## src/sv/iee_pkg.sv

```systemverilog
// Package: shared types and constants for the infix expression evaluator
package iee_pkg;

    localparam int STACK_DEPTH_DEF = 16;

    typedef enum logic [2:0] {
        OP_LPAREN = 3'd0,
        OP_ADD    = 3'd1,
        OP_SUB    = 3'd2,
        OP_MUL    = 3'd3,
        OP_DIV    = 3'd4
    } t_op;

    typedef enum logic [1:0] {
        ST_OK        = 2'd0,
        ST_DIVZERO   = 2'd1,
        ST_OVERFLOW  = 2'd2,
        ST_MALFORMED = 2'd3
    } t_status;

    localparam logic [7:0] CH_LPAREN = 8'h28;
    localparam logic [7:0] CH_RPAREN = 8'h29;
    localparam logic [7:0] CH_ZERO   = 8'h30;
    localparam logic [7:0] CH_NINE   = 8'h39;
    localparam logic [7:0] CH_ADD    = 8'h2B;
    localparam logic [7:0] CH_SUB    = 8'h2D;
    localparam logic [7:0] CH_MUL    = 8'h2A;
    localparam logic [7:0] CH_DIV    = 8'h2F;

    typedef struct packed {
        logic [7:0] char_code;
        logic       last_char;
    } t_in;

    typedef struct packed {
        logic signed [31:0] value;
        logic [1:0]         status;
    } t_out;

    // controller -> datapath
    typedef struct packed {
        logic       vpush;      // push imm value
        logic [3:0] imm;
        logic       opush;      // push operator
        t_op        op;
        logic       opop;       // drop top operator
        logic       red_start;  // begin a reduction of top operator
        logic       rd_start;   // load tops into read registers
        logic       clear;
    } t_cmd;

    // datapath -> controller
    typedef struct packed {
        logic vfull;
        logic ofull;
        logic oempty;
        logic vlt2;
        logic vone;
        t_op  top;
        logic tops_ok;    // top registers valid
        logic red_busy;
        logic red_done;
        logic red_divz;
    } t_sts;

    function automatic logic [1:0] rank_of(t_op op);
        return (op == OP_MUL || op == OP_DIV) ? 2'd2 : 2'd1;
    endfunction

endpackage

```

## src/sv/iee_ram.sv

```systemverilog
// Generic single-write, single-read RAM with registered read
module iee_ram #(
    parameter int WIDTH = 32,
    parameter int DEPTH = 16
) (
    input  logic                     i_clk,
    input  logic                     i_we,
    input  logic [$clog2(DEPTH)-1:0] i_waddr,
    input  logic [WIDTH-1:0]         i_wdata,
    input  logic [$clog2(DEPTH)-1:0] i_raddr,
    output logic [WIDTH-1:0]         o_rdata
);
    logic [WIDTH-1:0] r_mem [DEPTH];
    logic [WIDTH-1:0] r_rdata;

    always_ff @(posedge i_clk) begin
        if (i_we) r_mem[i_waddr] <= i_wdata;
        r_rdata <= r_mem[i_raddr];
    end
    assign o_rdata = r_rdata;
endmodule

```

## src/sv/iee_alu.sv

```systemverilog
// Iterative ALU: add/sub computed on start, shift-add multiply and restoring divide iterate over all 32 bits
module iee_alu
    import iee_pkg::*;
(
    input  logic        i_clk,
    input  logic        i_rst_n,
    input  logic        i_start,
    input  t_op         i_op,
    input  logic [31:0] i_a,
    input  logic [31:0] i_b,
    output logic        o_busy,
    output logic        o_done,
    output logic        o_divz,
    output logic [31:0] o_res
);
    logic        r_busy, r_done, r_divz, r_neg;
    t_op         r_op;
    logic [4:0]  r_cnt;
    logic [31:0] r_acc, r_x, r_y, r_rem;
    logic [32:0] w_trial;
    logic [31:0] w_shrem;

    assign w_shrem = {r_rem[30:0], r_x[31]};
    assign w_trial = {1'b0, w_shrem} - {1'b0, r_y};

    always_ff @(posedge i_clk) begin
        if (!i_rst_n) begin
            r_busy <= 1'b0;
            r_done <= 1'b0;
        end else begin
            r_done <= 1'b0;
            if (i_start) begin
                r_op   <= i_op;
                r_divz <= 1'b0;
                r_cnt  <= 5'd0;
                r_acc  <= 32'd0;
                r_rem  <= 32'd0;
                case (i_op)
                    OP_ADD: begin r_acc <= i_a + i_b; r_done <= 1'b1; end
                    OP_SUB: begin r_acc <= i_a - i_b; r_done <= 1'b1; end
                    OP_MUL: begin r_x <= i_a; r_y <= i_b; r_busy <= 1'b1; end
                    OP_DIV: begin
                        if (i_b == 32'd0) begin
                            r_divz <= 1'b1;
                            r_done <= 1'b1;
                        end else begin
                            r_x    <= i_a[31] ? 32'd0 - i_a : i_a;
                            r_y    <= i_b[31] ? 32'd0 - i_b : i_b;
                            r_neg  <= i_a[31] ^ i_b[31];
                            r_busy <= 1'b1;
                        end
                    end
                    default: r_done <= 1'b1;
                endcase
            end else if (r_busy) begin
                if (r_op == OP_MUL) begin
                    if (r_y[0]) r_acc <= r_acc + r_x;
                    r_x <= {r_x[30:0], 1'b0};
                    r_y <= {1'b0, r_y[31:1]};
                end else begin
                    // shift quotient into r_x as dividend bits leave
                    if (!w_trial[32]) begin
                        r_rem <= w_trial[31:0];
                        r_x   <= {r_x[30:0], 1'b1};
                    end else begin
                        r_rem <= w_shrem;
                        r_x   <= {r_x[30:0], 1'b0};
                    end
                end
                r_cnt <= r_cnt + 5'd1;
                if (r_cnt == 5'd31) begin
                    r_busy <= 1'b0;
                    r_done <= 1'b1;
                end
            end
        end
    end

    always_comb begin
        if (r_op == OP_DIV) o_res = r_neg ? 32'd0 - r_x : r_x;
        else                o_res = r_acc;
    end
    assign o_busy = r_busy;
    assign o_done = r_done;
    assign o_divz = r_divz;
endmodule

```

## src/sv/iee_datapath.sv

```systemverilog
// Datapath: value and operator stacks in RAM, top-of-stack registers, ALU
module iee_datapath
    import iee_pkg::*;
#(
    parameter int STACK_DEPTH = STACK_DEPTH_DEF
) (
    input  logic        i_clk,
    input  logic        i_rst_n,
    input  t_cmd        i_cmd,
    output t_sts        o_sts,
    output logic [31:0] o_bottom
);
    localparam int AW = $clog2(STACK_DEPTH);
    localparam int CW = $clog2(STACK_DEPTH + 1);

    logic [CW-1:0] r_vcnt, r_ocnt;
    logic [31:0]   w_vr;
    logic [2:0]    w_or;
    logic          v_we, o_we;
    logic [AW-1:0] v_wa, v_ra, o_wa, o_ra;
    logic [31:0]   v_wd;
    logic [1:0]    r_rdph;
    logic [31:0]   r_a, r_b;
    t_op           r_top;
    logic          r_ok, r_red;
    logic          alu_busy, alu_done, alu_divz;
    logic [31:0]   alu_res;
    logic          w_chg;

    // reads: phase 1 reads b (vcnt-1) and top op, phase 2 reads a (vcnt-2)
    always_comb begin
        v_ra = r_vcnt[AW-1:0] - AW'(1);
        if (r_rdph == 2'd2) v_ra = r_vcnt[AW-1:0] - AW'(2);
        if (r_rdph == 2'd0) v_ra = '0;
        o_ra = r_ocnt[AW-1:0] - AW'(1);
    end

    iee_ram #(.WIDTH(32), .DEPTH(STACK_DEPTH)) u_vram (
        .i_clk(i_clk), .i_we(v_we), .i_waddr(v_wa), .i_wdata(v_wd),
        .i_raddr(v_ra), .o_rdata(w_vr));
    iee_ram #(.WIDTH(3), .DEPTH(STACK_DEPTH)) u_oram (
        .i_clk(i_clk), .i_we(o_we), .i_waddr(o_wa), .i_wdata(i_cmd.op),
        .i_raddr(o_ra), .o_rdata(w_or));

    iee_alu u_alu (
        .i_clk(i_clk), .i_rst_n(i_rst_n), .i_start(i_cmd.red_start), .i_op(r_top),
        .i_a(r_a), .i_b(r_b), .o_busy(alu_busy), .o_done(alu_done),
        .o_divz(alu_divz), .o_res(alu_res));

    always_comb begin
        v_we = i_cmd.vpush || (alu_done && !alu_divz);
        v_wa = r_vcnt[AW-1:0];
        v_wd = {28'd0, i_cmd.imm};
        if (alu_done) begin
            v_wa = r_vcnt[AW-1:0] - AW'(2);
            v_wd = alu_res;
        end
        o_we = i_cmd.opush;
        o_wa = r_ocnt[AW-1:0];
    end

    // any stack change makes the top registers stale
    assign w_chg = i_cmd.vpush || i_cmd.opush || i_cmd.opop || alu_done;

    always_ff @(posedge i_clk) begin
        if (!i_rst_n) begin
            r_vcnt <= '0;
            r_ocnt <= '0;
            r_rdph <= 2'd0;
            r_ok   <= 1'b0;
            r_red  <= 1'b0;
        end else begin
            if (i_cmd.clear) begin
                r_vcnt <= '0;
                r_ocnt <= '0;
                r_ok   <= 1'b0;
                r_rdph <= 2'd0;
            end else begin
                if (i_cmd.vpush) r_vcnt <= r_vcnt + CW'(1);
                if (i_cmd.opush) r_ocnt <= r_ocnt + CW'(1);
                if (i_cmd.opop)  r_ocnt <= r_ocnt - CW'(1);
                if (alu_done && !alu_divz) begin
                    r_vcnt <= r_vcnt - CW'(1);
                    r_ocnt <= r_ocnt - CW'(1);
                end
                if (i_cmd.rd_start) begin
                    r_rdph <= 2'd1;
                    r_ok   <= 1'b0;
                end else if (r_rdph == 2'd1) begin
                    r_rdph <= 2'd2;
                end else if (r_rdph == 2'd2) begin
                    r_b    <= w_vr;
                    r_top  <= t_op'(w_or);
                    r_rdph <= 2'd3;
                end else if (r_rdph == 2'd3) begin
                    r_a    <= w_vr;
                    r_rdph <= 2'd0;
                    r_ok   <= !w_chg;
                end else if (w_chg) begin
                    r_ok   <= 1'b0;
                end
            end
            r_red <= i_cmd.red_start;
        end
    end

    assign o_sts.vfull    = (r_vcnt >= CW'(STACK_DEPTH));
    assign o_sts.ofull    = (r_ocnt >= CW'(STACK_DEPTH));
    assign o_sts.oempty   = (r_ocnt == '0);
    assign o_sts.vlt2     = (r_vcnt < CW'(2));
    assign o_sts.vone     = (r_vcnt == CW'(1));
    assign o_sts.top      = r_top;
    assign o_sts.tops_ok  = r_ok;
    assign o_sts.red_busy = alu_busy || r_red;
    assign o_sts.red_done = alu_done;
    assign o_sts.red_divz = alu_divz;
    assign o_bottom       = r_b;
endmodule

```

## src/sv/iee_ctrl.sv

```systemverilog
// Controller: sequences character handling, reductions, draining and result
module iee_ctrl
    import iee_pkg::*;
(
    input  logic  i_clk,
    input  logic  i_rst_n,
    input  logic  i_valid,
    output logic  o_stall,
    input  t_in   i_data,
    output t_cmd  o_cmd,
    input  t_sts  i_sts,
    input  logic [31:0] i_bottom,
    output logic  o_valid,
    input  logic  i_stall,
    output t_out  o_data
);
    typedef enum logic [2:0] {
        S_IDLE, S_READ, S_DECIDE, S_RED, S_FIN, S_OUT
    } t_state;

    t_state      r_state;
    logic [7:0]  r_ch;
    logic        r_last;
    logic [1:0]  r_err;
    logic        r_drain;   // draining at end of expression
    logic        r_ovalid;
    t_out        r_out;
    t_op         w_newop;
    logic        w_isop;
    t_cmd        w_cmd;
    t_state      n_state;
    logic [1:0]  n_err;
    logic        n_drain;

    assign w_isop = (r_ch == CH_ADD) || (r_ch == CH_SUB) ||
                    (r_ch == CH_MUL) || (r_ch == CH_DIV);
    always_comb begin
        case (r_ch)
            CH_ADD:  w_newop = OP_ADD;
            CH_SUB:  w_newop = OP_SUB;
            CH_MUL:  w_newop = OP_MUL;
            default: w_newop = OP_DIV;
        endcase
    end

    function automatic logic [1:0] first_err(logic [1:0] cur, t_status code);
        return (cur == ST_OK) ? code : cur;
    endfunction

    // next state and commands; in S_DECIDE tops hold the operator and both values unless the op stack is empty
    always_comb begin
        w_cmd   = '0;
        w_cmd.imm = 4'(r_ch - CH_ZERO);
        w_cmd.op  = w_newop;
        n_state = r_state;
        n_err   = r_err;
        n_drain = r_drain;
        case (r_state)
            S_IDLE: begin
                if (i_valid) n_state = (r_err != ST_OK) ? S_FIN : S_READ;
            end
            S_READ: begin
                if (i_sts.tops_ok || i_sts.oempty) n_state = S_DECIDE;
            end
            S_DECIDE: begin
                if (r_err != ST_OK) begin
                    n_state = S_FIN;
                end else if (r_drain) begin
                    if (i_sts.oempty) n_state = S_FIN;
                    else if (i_sts.top == OP_LPAREN) begin
                        n_err = ST_MALFORMED; n_state = S_FIN;
                    end else n_state = S_RED;
                end else if (r_ch >= CH_ZERO && r_ch <= CH_NINE) begin
                    if (i_sts.vfull) n_err = ST_OVERFLOW;
                    else w_cmd.vpush = 1'b1;
                    n_state = S_FIN;
                end else if (r_ch == CH_LPAREN) begin
                    if (i_sts.ofull) n_err = ST_OVERFLOW;
                    else begin w_cmd.opush = 1'b1; w_cmd.op = OP_LPAREN; end
                    n_state = S_FIN;
                end else if (r_ch == CH_RPAREN) begin
                    if (i_sts.oempty) begin
                        n_err = ST_MALFORMED; n_state = S_FIN;
                    end else if (i_sts.top == OP_LPAREN) begin
                        w_cmd.opop = 1'b1; n_state = S_FIN;
                    end else n_state = S_RED;
                end else if (w_isop) begin
                    if (!i_sts.oempty && i_sts.top != OP_LPAREN &&
                        rank_of(w_newop) <= rank_of(i_sts.top)) begin
                        n_state = S_RED;
                    end else begin
                        if (i_sts.ofull) n_err = ST_OVERFLOW;
                        else w_cmd.opush = 1'b1;
                        n_state = S_FIN;
                    end
                end else n_state = S_FIN;
                if (n_state == S_RED) begin
                    if (i_sts.vlt2) begin
                        n_err = ST_MALFORMED; n_state = S_FIN;
                    end else w_cmd.red_start = 1'b1;
                end
            end
            S_RED: begin
                if (i_sts.red_done) begin
                    if (i_sts.red_divz) begin
                        n_err = first_err(r_err, ST_DIVZERO); n_state = S_FIN;
                    end else begin
                        w_cmd.rd_start = 1'b1; n_state = S_READ;
                    end
                end
            end
            S_FIN: begin
                if (r_last && !r_drain && r_err == ST_OK) begin
                    n_drain = 1'b1; w_cmd.rd_start = 1'b1; n_state = S_READ;
                end else if (r_last) begin
                    if (r_err == ST_OK && !i_sts.vone) n_err = ST_MALFORMED;
                    // bottom value needs a fresh read
                    w_cmd.rd_start = 1'b1;
                    n_state = S_OUT;
                end else begin
                    n_state = S_IDLE;
                end
            end
            S_OUT: begin
                if (i_sts.tops_ok && !r_ovalid) begin
                    w_cmd.clear = 1'b1; n_state = S_IDLE;
                    n_err   = ST_OK;
                    n_drain = 1'b0;
                end
            end
            default: n_state = S_IDLE;
        endcase
        // every non-last character starts a top read in S_FIN; a character after an error skips straight to S_FIN
        if (r_state == S_FIN && !r_last) w_cmd.rd_start = 1'b1;
    end

    assign o_cmd   = w_cmd;
    assign o_stall = (r_state != S_IDLE);

    always_ff @(posedge i_clk) begin
        if (!i_rst_n) begin
            r_state  <= S_IDLE;
            r_err    <= ST_OK;
            r_drain  <= 1'b0;
            r_ovalid <= 1'b0;
        end else begin
            if (r_ovalid && !i_stall) r_ovalid <= 1'b0;
            r_state <= n_state;
            r_err   <= n_err;
            r_drain <= n_drain;
            if (r_state == S_IDLE && i_valid) begin
                r_ch    <= i_data.char_code;
                r_last  <= i_data.last_char;
            end
            if (r_state == S_OUT && i_sts.tops_ok && !r_ovalid) begin
                r_ovalid     <= 1'b1;
                r_out.status <= r_err;
                r_out.value  <= (r_err == ST_OK) ? i_bottom : 32'sd0;
            end
        end
    end

    assign o_valid = r_ovalid;
    assign o_data  = r_out;
endmodule

```

## src/sv/infix_expression_evaluator.sv

```systemverilog
// Top level: infix expression evaluator with operand and operator stacks
//
// Input channel: one character per transfer (i_valid / o_stall), bundled
// with last_char which closes an expression. Output channel: one result
// per expression (o_valid / i_stall) holding value and status.
// Each character takes a decode plus a top-of-stack read from the stack
// RAMs. Every reduction adds a top read and one ALU pass: + and - need
// a single add or subtract, * and / run the bit-serial multiply and
// divide loop. The closing character drains all open operators the same
// way, then reads the bottom value.
// The result sits in an output register; a stall from the receiver holds
// it, and the next expression waits only if a new result is ready first.
// Reset empties both stacks and clears the error status; stack contents
// are left as they are. After a result both stacks are emptied again.
module infix_expression_evaluator
    import iee_pkg::*;
#(
    parameter int STACK_DEPTH = STACK_DEPTH_DEF
) (
    input  logic i_clk,
    input  logic i_rst_n,
    input  logic i_valid,
    output logic o_stall,
    input  t_in  i_data,
    output logic o_valid,
    input  logic i_stall,
    output t_out o_data
);
    t_cmd        cmd;
    t_sts        sts;
    logic [31:0] bottom;

    iee_datapath #(.STACK_DEPTH(STACK_DEPTH)) u_dp (
        .i_clk(i_clk), .i_rst_n(i_rst_n), .i_cmd(cmd), .o_sts(sts), .o_bottom(bottom));

    iee_ctrl u_ctrl (
        .i_clk(i_clk), .i_rst_n(i_rst_n), .i_valid(i_valid), .o_stall(o_stall),
        .i_data(i_data), .o_cmd(cmd), .i_sts(sts), .i_bottom(bottom),
        .o_valid(o_valid), .i_stall(i_stall), .o_data(o_data));
endmodule

```

## config.mk

```make
export PLATFORM = sky130hd
export DESIGN_NAME = infix_expression_evaluator
export DESIGN_NICKNAME = d
export VERILOG_FILES = /design/src/sv/iee_pkg.sv /design/src/sv/iee_ram.sv /design/src/sv/iee_alu.sv /design/src/sv/iee_datapath.sv /design/src/sv/iee_ctrl.sv /design/src/sv/infix_expression_evaluator.sv
export SDC_FILE = /design/constraint.sdc
export NUM_CORES = 2
export LEC_CHECK = 0
export ABC_AREA = 1
export BUFFER_PORTS_ARGS = -buffer_cell sky130_fd_sc_hd__buf_4
export CAP_MARGIN = 5
export CORE_ASPECT_RATIO = 1.1
export CORE_MARGIN = 2
export CORE_UTILIZATION = 60
export DETAILED_ROUTE_END_ITERATION = 8
export PLACE_DENSITY = 0.76
export SLEW_MARGIN = 25
export SYNTH_ARGS = -nofsm -noshare
export SYNTH_HDL_FRONTEND = slang
export SYNTH_SLANG_ARGS = --single-unit
```

## constraint.sdc

```tcl
create_clock -name i_clk -period 7.2 [get_ports i_clk]
set_input_delay 0.36 -clock i_clk [delete_from_list [all_inputs] [get_ports i_clk]]
set_output_delay 0.36 -clock i_clk [all_outputs]
set_load 0.005 [all_outputs]
```

==> impl_metrics.yaml <==
run_status:
  outcome: "completed"
run:
  maxCapViolCount: 0
floorplan:
  die_w_um: 259
  die_h_um: 285
  die_area_um2: 73900
  initial_core_util_pct: 60.3
  io_pins: 49
  core_um2: 71400
  core.rowCount: 103
timing:
  min_period_over_period_pct: 61.4
  fmax_mhz: 226
  slew_violations: 0
  tns_ns: 0
  hold_violations: 0
  fin_skew_ns: 0.0272
  tightest_slew_ns: 1.09
  worst_slack_ns: 2.78
  rsz0062_at_grt: "no"
  timing.slew.headroom_pct: 27.0
  period_needed_ns: 4.42
  setup_violations: 0
layout:
  fillers: 5538
  area_growth_pct: 10.2
  layout.nets: 4457
  seq_area_um2: 25400
  drive_gt1_share_pct: 7.14
  layout.cells.non_filler: 5341
  num_antenna_cells: 0
  multiInputGateArea_um2: 15200
global_route:
  grt_pass1_vias: 30500
  track_usage_pct: 31.5
  grt_max_degree: 257
  grt_overflow: 0
  grt_pass1_wl_um: 176000
  grt_antenna_before_repair: 1
clock_network:
  clockRootBuffer: "clkbuf_16"
  ctsHoldBuffers: 10
  worstSkewPairLatency_ns: 0.65
  ctsResizeCount: 0
  clock-sinks: 864
  clk_path_buf_depth: 3
  postCtsSetupBuffers: 0
  cts_buffers: 85
  cts_tree: "built"
  cts.htree.levels: 3
  clkSlewWorstSetupHoldPaths_ns: 0.06
worst_setup_path:
  critPathLaunchType: "flip-flop"
  endpoint_kind: "flip-flop"
  crit_fanout: 48
  crit_type: "flip-flop to flip-flop"
  cp.required_ns: 7.49
  worst-endpoint-arrival_ns: 4.72
route:
  wl_per_cell_um: 22.0
  drtPass1Iterations: 6
  drc_errors: 0
  ant_nets: 0
  viasPerCell: 6.03
  drtIter0Drc: 3529
  wirelength_um: 117000
  num_vias: 32200
logic_synthesis:
  synth-simple-area-share_pct: 12.4
  synth_edf_count: 807
  synthDistinctLibCells: 55
  synth_area_um2: 43100
  synth_compound_area_share_pct: 14.9
  synth-xor-area-share_pct: 2.34
  ys_ff_latch: 864
  synth_nets: 4424
  synthAdderAreaFrac_pct: 3.51
  async_flop_share_pct: 0
  muxShareOfSynthArea_pct: 1.49
  syn_area_per_cell_um2: 10.0
  synth_top_family_by_area: "compound AO/OA/AOI/OAI gates"
  yosysWarnings: 0
  syn_inst: 4292
  synth_flop_cell: "edfxtp_1"
  ys_seq_area_share_pct: 58.9
placed_design:
  place.gp.congestion: 1.04
  io_buffers: 48
  dp.cells: 5173
  dp_hpwl_um: 78000
  pre_cts_slack_ns: 2.84
worst_hold_path:
  hp-class: "input port to flip-flop"
pwr:
  vdd_drop_max_mv: 0.269
  powerDensity_nw_per_um2: 232
  leakage_nw: 18.5
==> through the flow <==
step | total power [W] | cell area [um2] | util [%] | hold slack, ns
floorplan | 0.00630 | 43100 | - | 0.386
global placement | 0.00661 | 44500 | 62.3 | 0.418
detailed placement | 0.00663 | 44500 | 62.4 | 0.408
CTS | 0.0110 | 47400 | 66.4 | 0.0298
global route | 0.0113 | 47500 | 66.5 | 0.0551
finish | 0.0110 | 47500 | 66.5 | 0.0572
==> cell families (layout without fill, tap and decap cells) <==
family	count (synthesis)	count (layout)
AO/OA/AOI/OAI	1141	1141
XOR/XNOR	115	115
adder cells (fa/ha/maj)	119	119
buffers and inverters	702	806
flip-flops	864	864
multiplexers	64	64
AND/OR/NAND/NOR	1287	1287
==> Yosys cell counts (63+ instances only) <==
library cell / count / share of area [%]
a21oi_1: 267 / 3.1
clkbuf_1: 108 / 0.94
edfxtp_1: 807 / 56
ha_1: 116 / 3.4
inv_1: 528 / 4.6
mux2i_1: 64 / 1.5
nand2_1: 646 / 5.6
nand3_1: 127 / 1.5
nor2_1: 379 / 3.3
o211ai_1: 77 / 1.3
o21ai_0: 596 / 6.9
o221ai_1: 74 / 1.5
xor2_1: 63 / 1.3
==> final cells by class <==
| cell class | instances | area share [%] |
|---|---|---|
| Sequential cell | 864 | 53.5 |
| Clock inverter | 36 | 0.764 |
| Clock buffer | 122 | 5.18 |
| Multi-Input combinational cell | 2726 | 31.9 |
| Timing Repair Buffer | 113 | 1.95 |
| Tap cell | 945 | 2.49 |
| Inverter | 535 | 4.23 |
==> per-layer routing <==
metal	vias up	routed length [um]	track usage (%)	share of wire [%]
li1	15200	-	-	-
met1	15400	45600	40.6	39
met2	1389	57700	53.8	49
met3	311	9330	4.59	8.0
met4	2	4680	12.5	4.0
met5	-	11	0	0.0094
==> flip-flops by register name (all words and copies together), names as in the netlist, 32 cells and up <==
register	flops
u_ctrl.o_data	34
u_dp.o_bottom	32
u_dp.r_a	32
u_dp.u_alu.r_acc	32
u_dp.u_alu.r_x	32
u_dp.u_alu.r_y	32
u_dp.u_oram.r_mem	48
u_dp.u_vram.o_rdata	32
u_dp.u_vram.r_mem	512
==> power breakdown <==
part / total (W) / internal, W / switching [W]
combinational: 0.000795 / 0.000238 / 0.000557
clock: 0.00445 / 0.00254 / 0.00191
sequential: 0.00575 / 0.00559 / 0.000158
total: 0.0110 / 0.00837 / 0.00262
==> path summary, 6_finish.rpt <==
check | startpoint | end | slack (ns) | cells after the start
max | u_dp.r_ocnt[0]$_SDFFE_PP0P_ | u_dp.u_alu.r_y[17]$_DFFE_PP_ | 2.78 | 15
min | i_rst_n | u_ctrl.r_err[0]$_SDFFE_PN0P_ | 0.06 | 3
max reg2reg | u_dp.r_ocnt[0]$_SDFFE_PP0P_ | u_dp.u_alu.r_y[17]$_DFFE_PP_ | 2.78 | 15
min reg2reg | u_dp.u_vram.o_rdata[19]$_DFF_P_ | u_dp.r_a[19]$_DFFE_PP_ | 0.43 | 0
==> cell usage in the layout, fill, tap and decap left out, types with 63 or more instances in the layout <==
cell type / instances
a21oi_1: 264
buf_4: 99
clkbuf_16: 87
edfxtp_1: 807
ha_1: 116
inv_1: 528
mux2i_1: 64
nand2_1: 646
nand3_1: 126
nor2_1: 353
o211ai_1: 77
o21ai_0: 594
o221ai_1: 74
xor2_1: 63
==> critical path, stage by stage, from the launching register on <==
cell and delay (ns):
dfxtp_1 0.30, buf_4 0.26, inv_1 0.39, ha_1 0.38
nand2_1 0.07, nor2_1 0.06, nor2_1 0.15, nand2_1 0.08
a21oi_2 0.13, nand2_1 0.13, nor2_4 0.09, buf_4 0.40
clkinv_2 0.67, nand2_1 0.28, nor3b_2 0.20, buf_4 0.39
(Power assumes the default switching activity.)
